File: config.mk
export PLATFORM = sky130hd
export DESIGN_NAME = ini_line_tokenizer
export DESIGN_NICKNAME = d
export VERILOG_FILES = /design/src/rtl/core/ilt_pkg.sv /design/src/rtl/core/ilt_fifo.sv /design/src/rtl/core/ilt_front.sv /design/src/rtl/core/ilt_back.sv /design/src/rtl/core/ini_line_tokenizer.sv
export SDC_FILE = /design/constraint.sdc
export NUM_CORES = 1
export LEC_CHECK = 0
export BUFFER_PORTS_ARGS = -buffer_cell sky130_fd_sc_hd__buf_2
export CAP_MARGIN = 20
export CORE_ASPECT_RATIO = 0.8
export CORE_UTILIZATION = 30
export CTS_CLUSTER_DIAMETER = 30
export DETAILED_ROUTE_END_ITERATION = 7
export PLACE_DENSITY = 0.46
export SKIP_CTS_REPAIR_TIMING = 1
export SYNTH_ARGS = -nofsm -noshare
export SYNTH_HDL_FRONTEND = slang
export SYNTH_SLANG_ARGS = --single-unit
File: constraint.sdc
create_clock -name clk_i -period 3.4 [get_ports clk_i]
set_clock_uncertainty 0.1 [all_clocks]
set_input_delay 0.68 -clock clk_i [delete_from_list [all_inputs] [get_ports clk_i]]
set_output_delay 0.68 -clock clk_i [all_outputs]
set_load 0.02 [all_outputs]
File: src/rtl/core/ilt_pkg.sv
// Package for the INI line tokenizer: byte classes, event codes, parser states
// and the classification and transition functions shared by the front and back.
// No dependencies.
`timescale 1ns / 1ps

package ilt_pkg;

  typedef enum logic [2:0] {
    CLS_BLANK = 3'd0,
    CLS_STR   = 3'd1,
    CLS_OPEN  = 3'd2,
    CLS_CLOSE = 3'd3,
    CLS_EQ    = 3'd4,
    CLS_NL    = 3'd5,
    CLS_BAD   = 3'd6
  } cls_e;

  typedef enum logic [2:0] {
    EV_NONE     = 3'd0,
    EV_SECT_CH  = 3'd1,
    EV_KEY_CH   = 3'd2,
    EV_VAL_CH   = 3'd3,
    EV_SECT_END = 3'd4,
    EV_PAIR_END = 3'd5,
    EV_ERROR    = 3'd6,
    EV_HALTED   = 3'd7
  } ev_e;

  typedef enum logic [10:0] {
    S_IDLE      = 11'b000_0000_0001,
    S_SECT_OPEN = 11'b000_0000_0010,
    S_SECT_CH   = 11'b000_0000_0100,
    S_SECT_BLNK = 11'b000_0000_1000,
    S_LINE_END  = 11'b000_0001_0000,
    S_COMMIT    = 11'b000_0010_0000,
    S_KEY_CH    = 11'b000_0100_0000,
    S_KEY_BLNK  = 11'b000_1000_0000,
    S_EQ_BLNK   = 11'b001_0000_0000,
    S_VAL_CH    = 11'b010_0000_0000,
    S_VAL_BLNK  = 11'b100_0000_0000
  } dfa_state_e;

  localparam logic [7:0] CharNl   = 8'h0A;
  localparam logic [7:0] CharHash = 8'h23;

  // Classified byte as it travels from the front to the back.
  typedef struct packed {
    logic [7:0] ch;
    cls_e       cls;
    logic       is_nl;
    logic       is_hash;
  } tok_t;

  // One result transaction.
  typedef struct packed {
    ev_e         ev;
    logic [7:0]  ch;
    logic [15:0] line;
    logic [15:0] col;
  } res_t;

  typedef struct packed {
    logic       reject;
    dfa_state_e nxt;
  } dfa_step_t;

  function automatic cls_e classify(logic [7:0] c);
    cls_e cls;
    if (c inside {8'h20, 8'h09}) cls = CLS_BLANK;
    else if (c == CharNl) cls = CLS_NL;
    else if (c == 8'h3D) cls = CLS_EQ;
    else if (c == 8'h5B) cls = CLS_OPEN;
    else if (c == 8'h5D) cls = CLS_CLOSE;
    else if (c inside {[8'h21:8'h7E], [8'h80:8'hFF]}) cls = CLS_STR;
    else cls = CLS_BAD;
    return cls;
  endfunction

  // One step of the line grammar; any pair not listed is a syntax error.
  function automatic dfa_step_t dfa_next(dfa_state_e cur, cls_e cls);
    dfa_step_t s;
    s.reject = 1'b1;
    s.nxt    = cur;
    case (cur)
      S_IDLE: begin
        case (cls)
          CLS_BLANK: begin s.reject = 1'b0; s.nxt = S_IDLE; end
          CLS_OPEN:  begin s.reject = 1'b0; s.nxt = S_SECT_OPEN; end
          CLS_NL:    begin s.reject = 1'b0; s.nxt = S_IDLE; end
          default:   s.reject = 1'b1;
        endcase
      end
      S_SECT_OPEN: begin
        case (cls)
          CLS_BLANK: begin s.reject = 1'b0; s.nxt = S_SECT_OPEN; end
          CLS_STR:   begin s.reject = 1'b0; s.nxt = S_SECT_CH; end
          default:   s.reject = 1'b1;
        endcase
      end
      S_SECT_CH: begin
        case (cls)
          CLS_BLANK: begin s.reject = 1'b0; s.nxt = S_SECT_BLNK; end
          CLS_STR:   begin s.reject = 1'b0; s.nxt = S_SECT_CH; end
          CLS_CLOSE: begin s.reject = 1'b0; s.nxt = S_LINE_END; end
          default:   s.reject = 1'b1;
        endcase
      end
      S_SECT_BLNK: begin
        case (cls)
          CLS_BLANK: begin s.reject = 1'b0; s.nxt = S_SECT_BLNK; end
          CLS_CLOSE: begin s.reject = 1'b0; s.nxt = S_LINE_END; end
          default:   s.reject = 1'b1;
        endcase
      end
      S_LINE_END: begin
        case (cls)
          CLS_BLANK: begin s.reject = 1'b0; s.nxt = S_LINE_END; end
          CLS_NL:    begin s.reject = 1'b0; s.nxt = S_COMMIT; end
          default:   s.reject = 1'b1;
        endcase
      end
      S_COMMIT: begin
        case (cls)
          CLS_BLANK: begin s.reject = 1'b0; s.nxt = S_COMMIT; end
          CLS_STR:   begin s.reject = 1'b0; s.nxt = S_KEY_CH; end
          CLS_OPEN:  begin s.reject = 1'b0; s.nxt = S_SECT_OPEN; end
          CLS_NL:    begin s.reject = 1'b0; s.nxt = S_COMMIT; end
          default:   s.reject = 1'b1;
        endcase
      end
      S_KEY_CH: begin
        case (cls)
          CLS_BLANK: begin s.reject = 1'b0; s.nxt = S_KEY_BLNK; end
          CLS_STR:   begin s.reject = 1'b0; s.nxt = S_KEY_CH; end
          CLS_EQ:    begin s.reject = 1'b0; s.nxt = S_EQ_BLNK; end
          default:   s.reject = 1'b1;
        endcase
      end
      S_KEY_BLNK: begin
        case (cls)
          CLS_BLANK: begin s.reject = 1'b0; s.nxt = S_KEY_BLNK; end
          CLS_EQ:    begin s.reject = 1'b0; s.nxt = S_EQ_BLNK; end
          default:   s.reject = 1'b1;
        endcase
      end
      S_EQ_BLNK: begin
        case (cls)
          CLS_BLANK: begin s.reject = 1'b0; s.nxt = S_EQ_BLNK; end
          CLS_STR:   begin s.reject = 1'b0; s.nxt = S_VAL_CH; end
          default:   s.reject = 1'b1;
        endcase
      end
      S_VAL_CH: begin
        case (cls)
          CLS_BLANK: begin s.reject = 1'b0; s.nxt = S_VAL_BLNK; end
          CLS_STR:   begin s.reject = 1'b0; s.nxt = S_VAL_CH; end
          CLS_NL:    begin s.reject = 1'b0; s.nxt = S_COMMIT; end
          default:   s.reject = 1'b1;
        endcase
      end
      S_VAL_BLNK: begin
        case (cls)
          CLS_BLANK: begin s.reject = 1'b0; s.nxt = S_VAL_BLNK; end
          CLS_NL:    begin s.reject = 1'b0; s.nxt = S_COMMIT; end
          default:   s.reject = 1'b1;
        endcase
      end
      default: s.reject = 1'b1;
    endcase
    return s;
  endfunction

endpackage

File: src/rtl/core/ilt_fifo.sv
// Small register-based FIFO used for the token queue and the result queue.
// Depends on nothing; DEPTH must be a power of two, at least two.
`timescale 1ns / 1ps

module ilt_fifo #(
  parameter int WIDTH = 8,
  parameter int DEPTH = 2
) (
  input  logic             clk_i,
  input  logic             rst_ni,
  input  logic             push_i,
  input  logic [WIDTH-1:0] wdata_i,
  output logic             full_o,
  input  logic             pop_i,
  output logic [WIDTH-1:0] rdata_o,
  output logic             empty_o
);

  localparam int PtrW = $clog2(DEPTH);
  localparam int CntW = $clog2(DEPTH + 1);

  logic [WIDTH-1:0] data_q [DEPTH];
  logic [PtrW-1:0]  wr_ptr_q, wr_ptr_d;
  logic [PtrW-1:0]  rd_ptr_q, rd_ptr_d;
  logic [CntW-1:0]  count_q, count_d;
  logic             do_push, do_pop;

  assign full_o  = (count_q == CntW'(DEPTH));
  assign empty_o = (count_q == '0);
  assign do_push = push_i && !full_o;
  assign do_pop  = pop_i && !empty_o;
  assign rdata_o = data_q[rd_ptr_q];

  always_comb begin
    wr_ptr_d = do_push ? wr_ptr_q + PtrW'(1) : wr_ptr_q;
    rd_ptr_d = do_pop ? rd_ptr_q + PtrW'(1) : rd_ptr_q;
    count_d  = count_q;
    if (do_push && !do_pop) count_d = count_q + CntW'(1);
    else if (do_pop && !do_push) count_d = count_q - CntW'(1);
  end

  always_ff @(posedge clk_i or negedge rst_ni) begin
    if (!rst_ni) begin
      wr_ptr_q <= '0;
      rd_ptr_q <= '0;
      count_q  <= '0;
    end else begin
      wr_ptr_q <= wr_ptr_d;
      rd_ptr_q <= rd_ptr_d;
      count_q  <= count_d;
    end
  end

  always_ff @(posedge clk_i) begin
    if (do_push) begin
      data_q[wr_ptr_q] <= wdata_i;
    end
  end

endmodule

File: src/rtl/core/ilt_front.sv
// Front end of the tokenizer: takes raw bytes and classifies them into tokens.
// Depends on ilt_pkg.
`timescale 1ns / 1ps

module ilt_front
  import ilt_pkg::*;
(
  input  logic       push,
  output logic       full,
  input  logic [7:0] byte_in_i,
  input  logic       q_full_i,
  output logic       q_push_o,
  output tok_t       q_item_o
);

  assign full     = q_full_i;
  assign q_push_o = push;

  always_comb begin
    q_item_o.ch      = byte_in_i;
    q_item_o.cls     = classify(byte_in_i);
    q_item_o.is_nl   = (byte_in_i == CharNl);
    q_item_o.is_hash = (byte_in_i == CharHash);
  end

endmodule

File: src/rtl/core/ilt_back.sv
// Back end of the tokenizer: line and column counters, comment tracking,
// the line grammar and event generation. Depends on ilt_pkg.
`timescale 1ns / 1ps

module ilt_back
  import ilt_pkg::*;
#(
  parameter int COUNTER_BITS = 16
) (
  input  logic clk_i,
  input  logic rst_ni,
  input  logic tok_valid_i,
  input  tok_t tok_i,
  output logic tok_pop_o,
  input  logic res_full_i,
  output logic res_push_o,
  output res_t res_o
);

  logic [COUNTER_BITS-1:0] line_q, line_d;
  logic [COUNTER_BITS-1:0] col_q, col_d;
  dfa_state_e              state_q, state_d;
  logic                    comment_q, comment_d;
  logic                    halted_q, halted_d;
  logic                    fire;
  dfa_step_t               step;
  ev_e                     ev;
  logic [7:0]              ch;

  function automatic logic [COUNTER_BITS-1:0] sat_inc(logic [COUNTER_BITS-1:0] v);
    return (v == '1) ? v : v + COUNTER_BITS'(1);
  endfunction

  function automatic logic [15:0] clip16(logic [COUNTER_BITS-1:0] v);
    logic [31:0] ext;
    ext = 32'(v);
    return (|ext[31:16]) ? 16'hFFFF : ext[15:0];
  endfunction

  assign fire       = tok_valid_i && !res_full_i;
  assign tok_pop_o  = fire;
  assign res_push_o = fire;
  assign step       = dfa_next(state_q, tok_i.cls);

  always_comb begin
    line_d    = line_q;
    col_d     = col_q;
    state_d   = state_q;
    comment_d = comment_q;
    halted_d  = halted_q;
    ev        = EV_NONE;
    ch        = 8'h00;
    if (halted_q) begin
      ev = EV_HALTED;
    end else begin
      if (tok_i.is_nl) begin
        line_d    = sat_inc(line_q);
        col_d     = '0;
        comment_d = 1'b0;
      end else begin
        col_d = sat_inc(col_q);
      end
      // A newline ends a comment and is then parsed like any other newline.
      if (comment_q && !tok_i.is_nl) begin
        ev = EV_NONE;
      end else if (tok_i.is_hash) begin
        comment_d = 1'b1;
      end else if (tok_i.cls == CLS_BAD || step.reject) begin
        ev       = EV_ERROR;
        ch       = tok_i.ch;
        halted_d = 1'b1;
      end else begin
        state_d = step.nxt;
        case (step.nxt)
          S_SECT_CH: begin ev = EV_SECT_CH; ch = tok_i.ch; end
          S_KEY_CH:  begin ev = EV_KEY_CH;  ch = tok_i.ch; end
          S_VAL_CH:  begin ev = EV_VAL_CH;  ch = tok_i.ch; end
          S_COMMIT: begin
            if (state_q == S_LINE_END) ev = EV_SECT_END;
            else if (state_q inside {S_VAL_CH, S_VAL_BLNK}) ev = EV_PAIR_END;
          end
          default: ev = EV_NONE;
        endcase
      end
    end
  end

  always_comb begin
    res_o.ev   = ev;
    res_o.ch   = ch;
    res_o.line = clip16(line_d);
    res_o.col  = clip16(col_d);
  end

  always_ff @(posedge clk_i or negedge rst_ni) begin
    if (!rst_ni) begin
      line_q    <= COUNTER_BITS'(1);
      col_q     <= '0;
      state_q   <= S_IDLE;
      comment_q <= 1'b0;
      halted_q  <= 1'b0;
    end else if (fire) begin
      line_q    <= line_d;
      col_q     <= col_d;
      state_q   <= state_d;
      comment_q <= comment_d;
      halted_q  <= halted_d;
    end
  end

endmodule

File: src/rtl/core/ini_line_tokenizer.sv
// INI line tokenizer, top level: classifying front end, token queue, parser back end
// and result queue. One result per byte; a pushed byte is registered in the token queue,
// parsed combinationally by the back end and its result registered in the result queue,
// so one byte per cycle is sustained while results are popped.
// Reset (asynchronous, active low) empties both queues and returns the parser to
// its idle state, line 1, column 0, out of any comment or halt.
`timescale 1ns / 1ps

module ini_line_tokenizer
  import ilt_pkg::*;
#(
  parameter int COUNTER_BITS = 16,
  parameter int QUEUE_DEPTH  = 2
) (
  input  logic        clk_i,
  input  logic        rst_ni,
  input  logic        push,
  output logic        full,
  input  logic [7:0]  byte_in_i,
  output logic        empty,
  input  logic        pop,
  output logic [2:0]  event_res_o,
  output logic [7:0]  char_out_o,
  output logic [15:0] line_no_o,
  output logic [15:0] col_no_o
);

  logic tok_push, tok_full, tok_empty, tok_pop;
  tok_t tok_wdata, tok_rdata;
  logic res_push, res_full;
  res_t res_wdata, res_rdata;
  logic [$bits(tok_t)-1:0] tok_rbits;
  logic [$bits(res_t)-1:0] res_rbits;

  ilt_front u_front (
    .push      (push),
    .full      (full),
    .byte_in_i (byte_in_i),
    .q_full_i  (tok_full),
    .q_push_o  (tok_push),
    .q_item_o  (tok_wdata)
  );

  ilt_fifo #(
    .WIDTH ($bits(tok_t)),
    .DEPTH (QUEUE_DEPTH)
  ) u_tok_fifo (
    .clk_i   (clk_i),
    .rst_ni  (rst_ni),
    .push_i  (tok_push),
    .wdata_i (tok_wdata),
    .full_o  (tok_full),
    .pop_i   (tok_pop),
    .rdata_o (tok_rbits),
    .empty_o (tok_empty)
  );

  assign tok_rdata = tok_t'(tok_rbits);

  ilt_back #(
    .COUNTER_BITS (COUNTER_BITS)
  ) u_back (
    .clk_i       (clk_i),
    .rst_ni      (rst_ni),
    .tok_valid_i (!tok_empty),
    .tok_i       (tok_rdata),
    .tok_pop_o   (tok_pop),
    .res_full_i  (res_full),
    .res_push_o  (res_push),
    .res_o       (res_wdata)
  );

  ilt_fifo #(
    .WIDTH ($bits(res_t)),
    .DEPTH (QUEUE_DEPTH)
  ) u_res_fifo (
    .clk_i   (clk_i),
    .rst_ni  (rst_ni),
    .push_i  (res_push),
    .wdata_i (res_wdata),
    .full_o  (res_full),
    .pop_i   (pop),
    .rdata_o (res_rbits),
    .empty_o (empty)
  );

  assign res_rdata   = res_t'(res_rbits);
  assign event_res_o = res_rdata.ev;
  assign char_out_o  = res_rdata.ch;
  assign line_no_o   = res_rdata.line;
  assign col_no_o    = res_rdata.col;

  // Every token taken from the queue produces exactly one result transaction.
  assert property (@(posedge clk_i) disable iff (!rst_ni)
    (tok_pop || res_push) |-> (tok_pop && res_push))
    else $error("token pop and result push out of step");

  assert property (@(posedge clk_i) disable iff (!rst_ni)
    res_push |-> !res_full)
    else $error("result pushed into a full queue");

  assert property (@(posedge clk_i) disable iff (!rst_ni)
    !empty |-> (line_no_o != 16'd0))
    else $error("line number of zero reported");

endmodule

======== Word level (Yosys, flattened, before mapping) ========
Memory sizes are Yosys's and may differ from the RTL's.
Index checks and enable logic that the tools add are counted.
operators by class
  $add $sub $neg .......................... 10
  order comparisons ....................... 4
  eq/ne operators ......................... 32
  mux-type cells .......................... 61
  bitwise gates (word level) .............. 4
  reductions and logical operators ........ 44
operator list
  operator                 number
  $pmux W11 S2             7
  $pmux W11 S3             4
  $pmux W11 S11            1
  $mux W16                 6
  $mux W8                  5
  $mux W3                  12
  $add A16 B1 Y16 const B  2
  $eq A16 B16 Y1 const B   2
  $eq A8 B6 Y1 const B     3
  $eq A11 B10 Y1 const B   2
  $eq A11 B3 Y1 const B    2
  $eq A11 B6 Y1 const B    2
  $eq A11 B7 Y1 const B    2
  $mux W1                  20
  $eq A8 B4 Y1 const B     2
  $eq A8 B7 Y1 const B     2
  $reduce_or A3 Y1         5
  $logic_and A1 B1 Y1      12
  $pmux W3 S4              1
  $reduce_or A2 Y1         6
  $eq A11 B1 Y1 const B    1
  $eq A11 B11 Y1 const B   1
  $eq A11 B2 Y1 const B    1
  $eq A11 B4 Y1 const B    1
  other kinds (25)         53
word-level totals
  register bits ........................... 53
  bits in writable memories ............... 112
  bits of input ports ..................... 12
  word-level logic and storage cells ...... 168
  memories ................................ 2
memory list
  name               words  bits a word  read ports  clocked after Yosys merged registers in  write ports  RTL line        source
  u_res_fifo.data_q  2      43           1           0                                        1            ilt_fifo.sv:22  logic [WIDTH-1:0] data_q [DEPTH];
  u_tok_fifo.data_q  2      13           1           0                                        1            ilt_fifo.sv:22

======== Longest topological paths before layout ========
Gate-level depths: netlist of the first run.
An unclocked memory read counts as a cell.
  depth after elaboration ................. 12
  gate-level depth with buffers ........... 12
  gate-level depth less buffers ........... 9

======== Modules after synthesis ========
From an unflattened synthesis of the first run, not the netlist that was laid out.
unflattened totals
  cells, all modules ...................... 797
  area, all modules ....................... 9,153.8 um^2
modules (own cells, without submodules)
  module                  times used  cells an instance  area an instance (um^2)  sequential area each (um^2)
  ilt_back                1           541                4,217.8                  1,128.6
  ilt_fifo at u_res_fifo  1           153                3,500.9                  2,682.6
  ilt_fifo at u_tok_fifo  1           59                 1,134.8                  880.8
  ilt_front               1           43                 296.5                    0.0
  ini_line_tokenizer      1           1                  3.8                      0.0

======== Least setup slack after synthesis of the first run ========
OpenSTA, ideal clock, no wires.
  path type ............................... reg2reg
  start ................................... register u_res_fifo.count_q[1]
  end ..................................... memory u_res_fifo.data_q[0][0] (netlist bit) (enable)
  setup time .............................. 0.444 ns
  data arrival time ....................... 2.773 ns
  setup slack ............................. 0.084 ns
  stages on the path, launching flop included .. 6
  path buffers ............................ 2
  period minus slack after synthesis ...... 3.316 ns
  cell sequence ........................... dfrtp_1 -> inv_1 -> o22ai_1 -> clkbuf_1 -> clkbuf_1 -> nor2_1
on the way
  cells in the longest elaborated chain, start to end .. 6
RTL lines
  what                             RTL line                        source
  start: declaration               ilt_fifo.sv:25                  logic [CntW-1:0] count_q, count_d;
  start signal: assignment         ilt_fifo.sv:50                  count_q <= count_d;
  $eq A2 B2 Y1 *                   ilt_fifo.sv:28                  assign full_o = (count_q == CntW'(DEPTH));
  $logic_not A1 Y1 *               ilt_fifo.sv:30, ilt_back.sv:40
  $logic_and A1 B1 Y1              ilt_back.sv:40                  assign fire = tok_valid_i && !res_full_i;
  $logic_and A1 B1 Y1 *            ilt_fifo.sv:30                  assign do_push = push_i && !full_o;
  $mux W1 *                        ilt_fifo.sv:55                  if (do_push) begin
  $mux W1 (implied by the code) *  ilt_fifo.sv:56                  data_q[wr_ptr_q] <= wdata_i;
  end: declaration                 ilt_fifo.sv:22
Mark *: on every way between the ends. The rest lies on a longest branch, timed or not.

==> flow_summary.json, run 1 <==
{
  "syn_area_per_cell_um2": 11.20,
  "fp.dieW_um": 189.9,
  "status": "complete, no violations",
  "pwr-share-seq": 0.403,
  "syn-num-nets": 773,
  "slew_headroom": 0.4331,
  "viasPerCell": 4.952,
  "fmax_ghz": 0.3090,
  "synth-warning-count": 0,
  "seq_area_frac_synth": 0.5536,
  "setup_viol_count_final": 0,
  "ys_types": 73,
  "p_comb_frac": 0.346,
  "ant_nets": 0,
  "cts_num_sinks": 165,
  "path_clk_slew_ns": 0.07,
  "cts_buffers": 17,
  "r2r-start": "u_back.state_q[4]$_DFFE_PN0P_",
  "p_per_area_mw_per_mm2": 793.2,
  "multi_input_comb_area_mm2": 0.003560,
  "netlist_area_mm2": 0.008476,
  "fin_ws_ns": 0.1642,
  "r2r_setup_slack_ns": 0.16,
  "wl_per_cell_um": 17.16,
  "core_mm2": 0.02750,
  "diodes": 0,
  "synth_ff_type": "edfxtp_1",
  "io_buffers": 56,
  "required_ns": 3.54,
  "synth_enable_flop_cells": 112,
  "dieArea_mm2": 0.02893,
  "p_int_mw": 5.206,
  "post-place-ws_ns": 0.1655,
  "rsz0062_at_grt": "yes",
  "ys_ff_latch": 165,
  "clkLatencyLatePin_ns": 0.43,
  "p_leak_nw": 3.917,
  "final_common_cell": "edfxtp_1",
  "antenna_found_initial": 0,
  "dp_hpwl_um": 15070,
  "gp_congestion": 0.9274,
  "p_sw_frac": 0.3532,
  "drv_cap": 0,
  "drv_slew": 0,
  "cts-root-buf": "clkbuf_16",
  "critPathKind": "reg -> reg",
  "cp_num_buf_inv": 1,
  "drc": 0,
  "worst_setup_path_start_kind": "flop",
  "overflow": 0,
  "route.final.wire_length_um": 21020,
  "rr_endpoint": "u_res_fifo.data_q[0][37]$_DFFE_PP_",
  "row_count": 54,
  "clockPowerShare": 0.252,
  "drive_gt1_frac": 0.2555,
  "cts_buffer_depth": 2,
  "hold_viol_final": 0,
  "initial_core_util": 0.3082,
  "async_flop_share": 0.3212,
  "io_pins": 57,
  "track_usage": 0.1504,
  "crit_chain": "buf_4, or4_1, a21oi_1, o21a_2, o21ai_2, o41ai_1, and2_1, nand4_2, a211oi_1",
  "tightest_slew_ns": 0.8503,
  "crit_family": "compound AO/OA/AOI/OAI gates",
  "first_iter_violations": 420,
  "nFillCells": 2722,
  "grt_max_degree": 33,
  "final_cell_mix": "112 x edfxtp_1, 81 x nand2_1, 68 x nor2_1",
  "worst-r2r-cell-count": 9,
  "period_share": 0.9517,
  "area_growth_syn_to_layout_pct": 19.74,
  "dr.pass1.iters": 5,
  "die_h_um": 152.3,
  "final_nets": 864,
  "critPathArrivalTime_ns": 3.37,
  "cts_tree": "yes",
  "grt_pass1_vias": 5887,
  "critical_path.max_fanout": 11,
  "num_vias": 6066,
  "htreeDepth": 4,
  "hp-class": "in -> async",
  "crit_slowest_cell": "dfrtp_1",
  "power_switching_mw": 2.843,
  "endpoint_kind": "flop",
  "postLayoutCoreUtil": 0.3691,
  "slowest_delay_ns": 0.46,
  "seqCellArea_mm2": 0.004695,
  "syn_inst": 757,
  "grt_pass1_wl_um": 33590,
  "post-route-min-period_ns": 3.236,
  "vdd_ir_drop_max_v": 0.0005427
}
==> how the worst max path moves through the flow <==
stage	start	depth (start not counted)	endpoint	slack, ns
after global placement	u_back.state_q[9]$_DFFE_PN0P_	8	u_res_fifo.data_q[0][32]$_DFFE_PP_	0.18
after detailed placement	u_back.state_q[9]$_DFFE_PN0P_	8	u_res_fifo.data_q[0][32]$_DFFE_PP_	0.17
after CTS	u_back.state_q[9]$_DFFE_PN0P_	8	u_res_fifo.data_q[0][35]$_DFFE_PP_	0.14
final	u_back.state_q[4]$_DFFE_PN0P_	9	u_res_fifo.data_q[0][37]$_DFFE_PP_	0.16
after global routing	u_back.state_q[2]$_DFFE_PN0P_	8	u_res_fifo.data_q[0][38]$_DFFE_PP_	-0.08
after floorplan	u_res_fifo.count_q[1]$_DFFE_PN0P_	5	u_res_fifo.data_q[0][0]$_DFFE_PP_	0.08
==> sequential cells by signal, indices dropped and copies added (netlist names) <==
| signal | flops |
|---|---|
| u_back.halted_q | 1 |
| u_res_fifo.data_q | 86 |
| u_back.line_q | 16 |
| u_tok_fifo.data_q | 26 |
| u_back.state_q | 11 |
| u_res_fifo.count_q | 2 |
| u_tok_fifo.count_q | 2 |
| u_back.comment_q | 1 |
| u_tok_fifo.rd_ptr_q | 1 |
| u_back.col_q | 16 |
| u_res_fifo.rd_ptr_q | 1 |
| u_tok_fifo.wr_ptr_q | 1 |
| u_res_fifo.wr_ptr_q | 1 |
==> metal layers <==
layer	up-vias	global-route usage	wire length [um]
met5	-	0	0
met3	11	0.04099	1058
li1	2984	-	-
met1	2930	0.2334	11430
met2	141	0.2051	8403
met4	0	0.02919	130
==> worst register-to-register path, stage by stage (launching register included) <==
cell      delay (ns)
dfrtp_1         0.46
buf_4           0.20
or4_1           0.44
a21oi_1         0.20
o21a_2          0.19
o21ai_2         0.16
o41ai_1         0.43
and2_1          0.20
nand4_2         0.29
a211oi_1        0.39
==> final cells by class <==
cell class	instances	area share
Timing Repair Buffer	113	0.07348
Clock inverter	13	0.01788
Inverter	21	0.007767
Clock buffer	19	0.04266
Multi-Input combinational cell	530	0.3508
Tap cell	364	0.04488
Sequential cell	165	0.4626
==> logic make-up (layout without fill, tap and decap cells) <==
| group | Yosys count | in the layout | synth area share |
|---|---|---|---|
| xor+xnor | 54 | 54 | 0.05580 |
| compound gates | 124 | 124 | 0.09891 |
| fa+ha+maj | 4 | 4 | 0.005905 |
| mux | 63 | 63 | 0.08164 |
| flops | 165 | 165 | 0.5536 |
| simple gates | 285 | 285 | 0.1727 |
| buf+inv | 62 | 166 | 0.03144 |
==> power groups by stage <==
stage / combinational [mW] / sequential (mW) / clock, mW
floorplan: 1.88 / 3.15 / 0
global placement: 2.86 / 3.28 / 0
detailed placement: 2.84 / 3.28 / 0
CTS: 2.85 / 3.25 / 2.08
global route: 3.04 / 3.32 / 2.16
finish: 2.78 / 3.24 / 2.02
==> through the flow <==
step	area [um^2]	hold slack, ns	TNS [ns]	total power, mW	instances
final	10150	0.2412	0	8.049	1225
after detailed placement	9505	0.3853	0	6.121	1193
after global placement	9505	0.3756	0	6.137	1193
after global routing	10150	0.2953	-0.7235	8.523	1225
after floorplan	8476	0.2844	0	5.034	757
after CTS	10120	0.2677	0	8.173	1225
==> synth_stat cells (3+ instances only) <==
master,n,area (um^2)
inv_1,20,75.07
a21o_1,4,30.03
nor2b_1,5,31.28
buf_2,9,45.04
mux2_2,49,551.8
or2_2,4,25.02
clkbuf_1,28,105.1
o41ai_1,5,43.79
xor2_1,22,192.7
buf_6,3,33.78
dfrtp_1,51,1276
nand4_1,12,75.07
nand2b_1,9,56.30
and3_1,9,56.30
o31ai_1,9,67.56
nand3_1,32,160.2
o21ai_0,36,180.2
xnor2_1,32,280.3
nand4bb_1,3,33.78
a32oi_1,4,35.03
a41oi_1,3,26.28
mux2i_1,14,140.1
a21oi_1,18,90.09
edfxtp_1,112,3363
nor4_1,7,43.79
or4_1,5,37.54
and2_1,4,25.02
or3_1,3,18.77
nor3_1,19,95.09
nor3b_1,3,22.52
nor4b_1,3,26.28
nor2_1,69,259.0
nand2_1,81,304.0
a211oi_1,10,75.07
a31oi_1,8,50.05
ha_1,4,50.05
Power figures use the tool's default switching activity.
==> run 2: changes to the inputs <==
- CORE_ASPECT_RATIO: 0.8 -> unset
- GPL_TIMING_DRIVEN: unset -> 0
==> run 2 against run 1 <==
Against the previous run:
- sequential share of layout area up 0.46 points
- combinational power about the same
- utilization is 0.75 points lower
- largest power group unchanged
- critical endpoint is now u_res_fifo.data_q[1][38]$_DFFE_PP_
==> flow_summary.json, run 2 (same netlist as run 1, synthesis figures left out) <==
{
  "status": "complete, no violations",
  "hp-class": "in -> async",
  "place_area_mm2": 0.009291,
  "htreeDepth": 4,
  "critical_path.max_fanout": 10,
  "clkLatencyLatePin_ns": 0.44,
  "drv_slew": 0,
  "cts_buffers": 17,
  "antenna_found_initial": 0,
  "dieArea_mm2": 0.02893,
  "tightest_slew_ns": 0.9382,
  "die_h_um": 170.1,
  "cp-startpoint": "u_back.state_q[3]$_DFFE_PN0P_",
  "hold_viol_final": 0,
  "drv_cap": 0,
  "io_pins": 57,
  "reg_top3": "u_res_fifo.data_q: 86 flops, u_tok_fifo.data_q: 26 flops",
  "gp_congestion": 0.8904,
  "post-route-min-period_ns": 3.314,
  "dr.pass1.iters": 5,
  "cts-root-buf": "clkbuf_16",
  "p_per_area_mw_per_mm2": 781.5,
  "dp_hpwl_um": 14360,
  "overflow": 0,
  "power.total_mw": 7.849,
  "critPathArrivalTime_ns": 3.44,
  "drc": 0,
  "numPlacedInstances": 1194,
  "wl_per_cell_um": 16.77,
  "io_buffers": 56,
  "critPathKind": "reg -> reg",
  "period_share": 0.9747,
  "grt_pass1_wl_um": 33020,
  "rsz0062_at_grt": "yes",
  "core_mm2": 0.02778,
  "first_iter_violations": 424,
  "track_usage": 0.1493,
  "initial_core_util": 0.3051,
  "largest_register": "u_res_fifo.data_q",
  "row_count": 61,
  "r2r-start": "u_back.state_q[3]$_DFFE_PN0P_",
  "largest_register_ffs": 86,
  "cts_num_sinks": 165,
  "viasPerCell": 4.953,
  "endpoint_kind": "flop",
  "path_clk_slew_ns": 0.08,
  "layoutNonFillerInstCount": 1227,
  "cts_buffer_depth": 2,
  "hold-worst-slack_ns": 0.2148,
  "p_leak_nw": 3.765,
  "ant_nets": 0,
  "crit_chain": "buf_2, nor4_2, nand3_1, o22ai_1, o21ai_2, buf_6, o32ai_2, o311a_1, nand4_4, a211oi_1",
  "vdd_ir_drop_max_v": 0.0004287,
  "fp.dieW_um": 170.1,
  "worst_setup_path_start_kind": "flop",
  "drive_gt1_frac": 0.2320,
  "crit_slowest_cell": "nor4_2",
  "final_nets": 852,
  "setup_viol_count_final": 0,
  "cts_tree": "yes",
  "final_cell_mix": "112 x edfxtp_1, 81 x nand2_1, 68 x nor2_1",
  "grt_max_degree": 54,
  "setup_tns_ns": 0,
  "num_vias": 6077,
  "area_growth_syn_to_layout_pct": 18.50,
  "diodes": 0,
  "nFillCells": 2814,
  "grt_pass1_vias": 5924,
  "slowest_delay_ns": 0.54,
  "slew_headroom": 0.3566,
  "final_design_area_no_fill_mm2": 0.01004,
  "fmax_ghz": 0.3018,
  "route.final.wire_length_um": 20580,
  "required_ns": 3.53,
  "final_common_cell": "edfxtp_1"
}
-- run 2: final timing paths --
path | cells past startpoint | end | slack [ns]
max | 10 | u_res_fifo.data_q[1][38]$_DFFE_PP_ | 0.09
min | 1 | u_back.state_q[10]$_DFFE_PN0P_ | 0.21
max reg2reg | 10 | u_res_fifo.data_q[1][38]$_DFFE_PP_ | 0.09
min reg2reg | 1 | u_tok_fifo.wr_ptr_q$_DFFE_PN0P_ | 0.40
max in group asynchronous | 1 | u_res_fifo.count_q[1]$_DFFE_PN0P_ | 2.47
min in group clk_i | 1 | u_tok_fifo.data_q[0][12]$_DFFE_PP_ | 0.38
-- run 2: routing by layer --
metal | vias up | wire length (um) | GRT usage
li1 | 2949 | - | -
met5 | - | 0 | 0
met2 | 108 | 10040 | 0.2479
met1 | 3002 | 9549 | 0.1962
met3 | 18 | 701 | 0.02953
met4 | 0 | 287 | 0.04348
-- run 2: through the flow --
stage               setup slack [ns]    util
detailed placement           -0.3769  0.3344
global placement              -1.813  0.3322
finish                       0.08617  0.3615
global route                -0.08342  0.3615
CTS                          -0.4127  0.3554
floorplan                    0.08356       -
-- run 2: layout make-up --
cell class              count  area [um^2]  area share
plain buffers              39        180.2     0.01794
clock buffers              17        425.4     0.04236
flip-flops and latches    165         4692      0.4672
repair buffers             62        369.1     0.03675
inverters                  21        78.83    0.007848
well taps                 378        473.0     0.04709
clock inverters            15        156.4     0.01557
multi-input cells         530         3669      0.3653
-- run 2: critical path, delay by kind of cell (launching register included) --
| kind | cells | cell delay [ns] |
|---|---|---|
| flip-flops | 1 | 0.36 |
| AND/OR/NAND/NOR | 3 | 0.89 |
| AO/OA/AOI/OAI | 5 | 1.40 |
| buffers and inverters | 2 | 0.35 |
-- run 2: where the power goes --
group / leakage [nW] / switching [mW] / internal (mW) / total, mW
registers: 1.73 / 0.195 / 2.95 / 3.14
clock network: 0.278 / 0.917 / 0.980 / 1.90
logic: 1.75 / 1.83 / 0.977 / 2.81
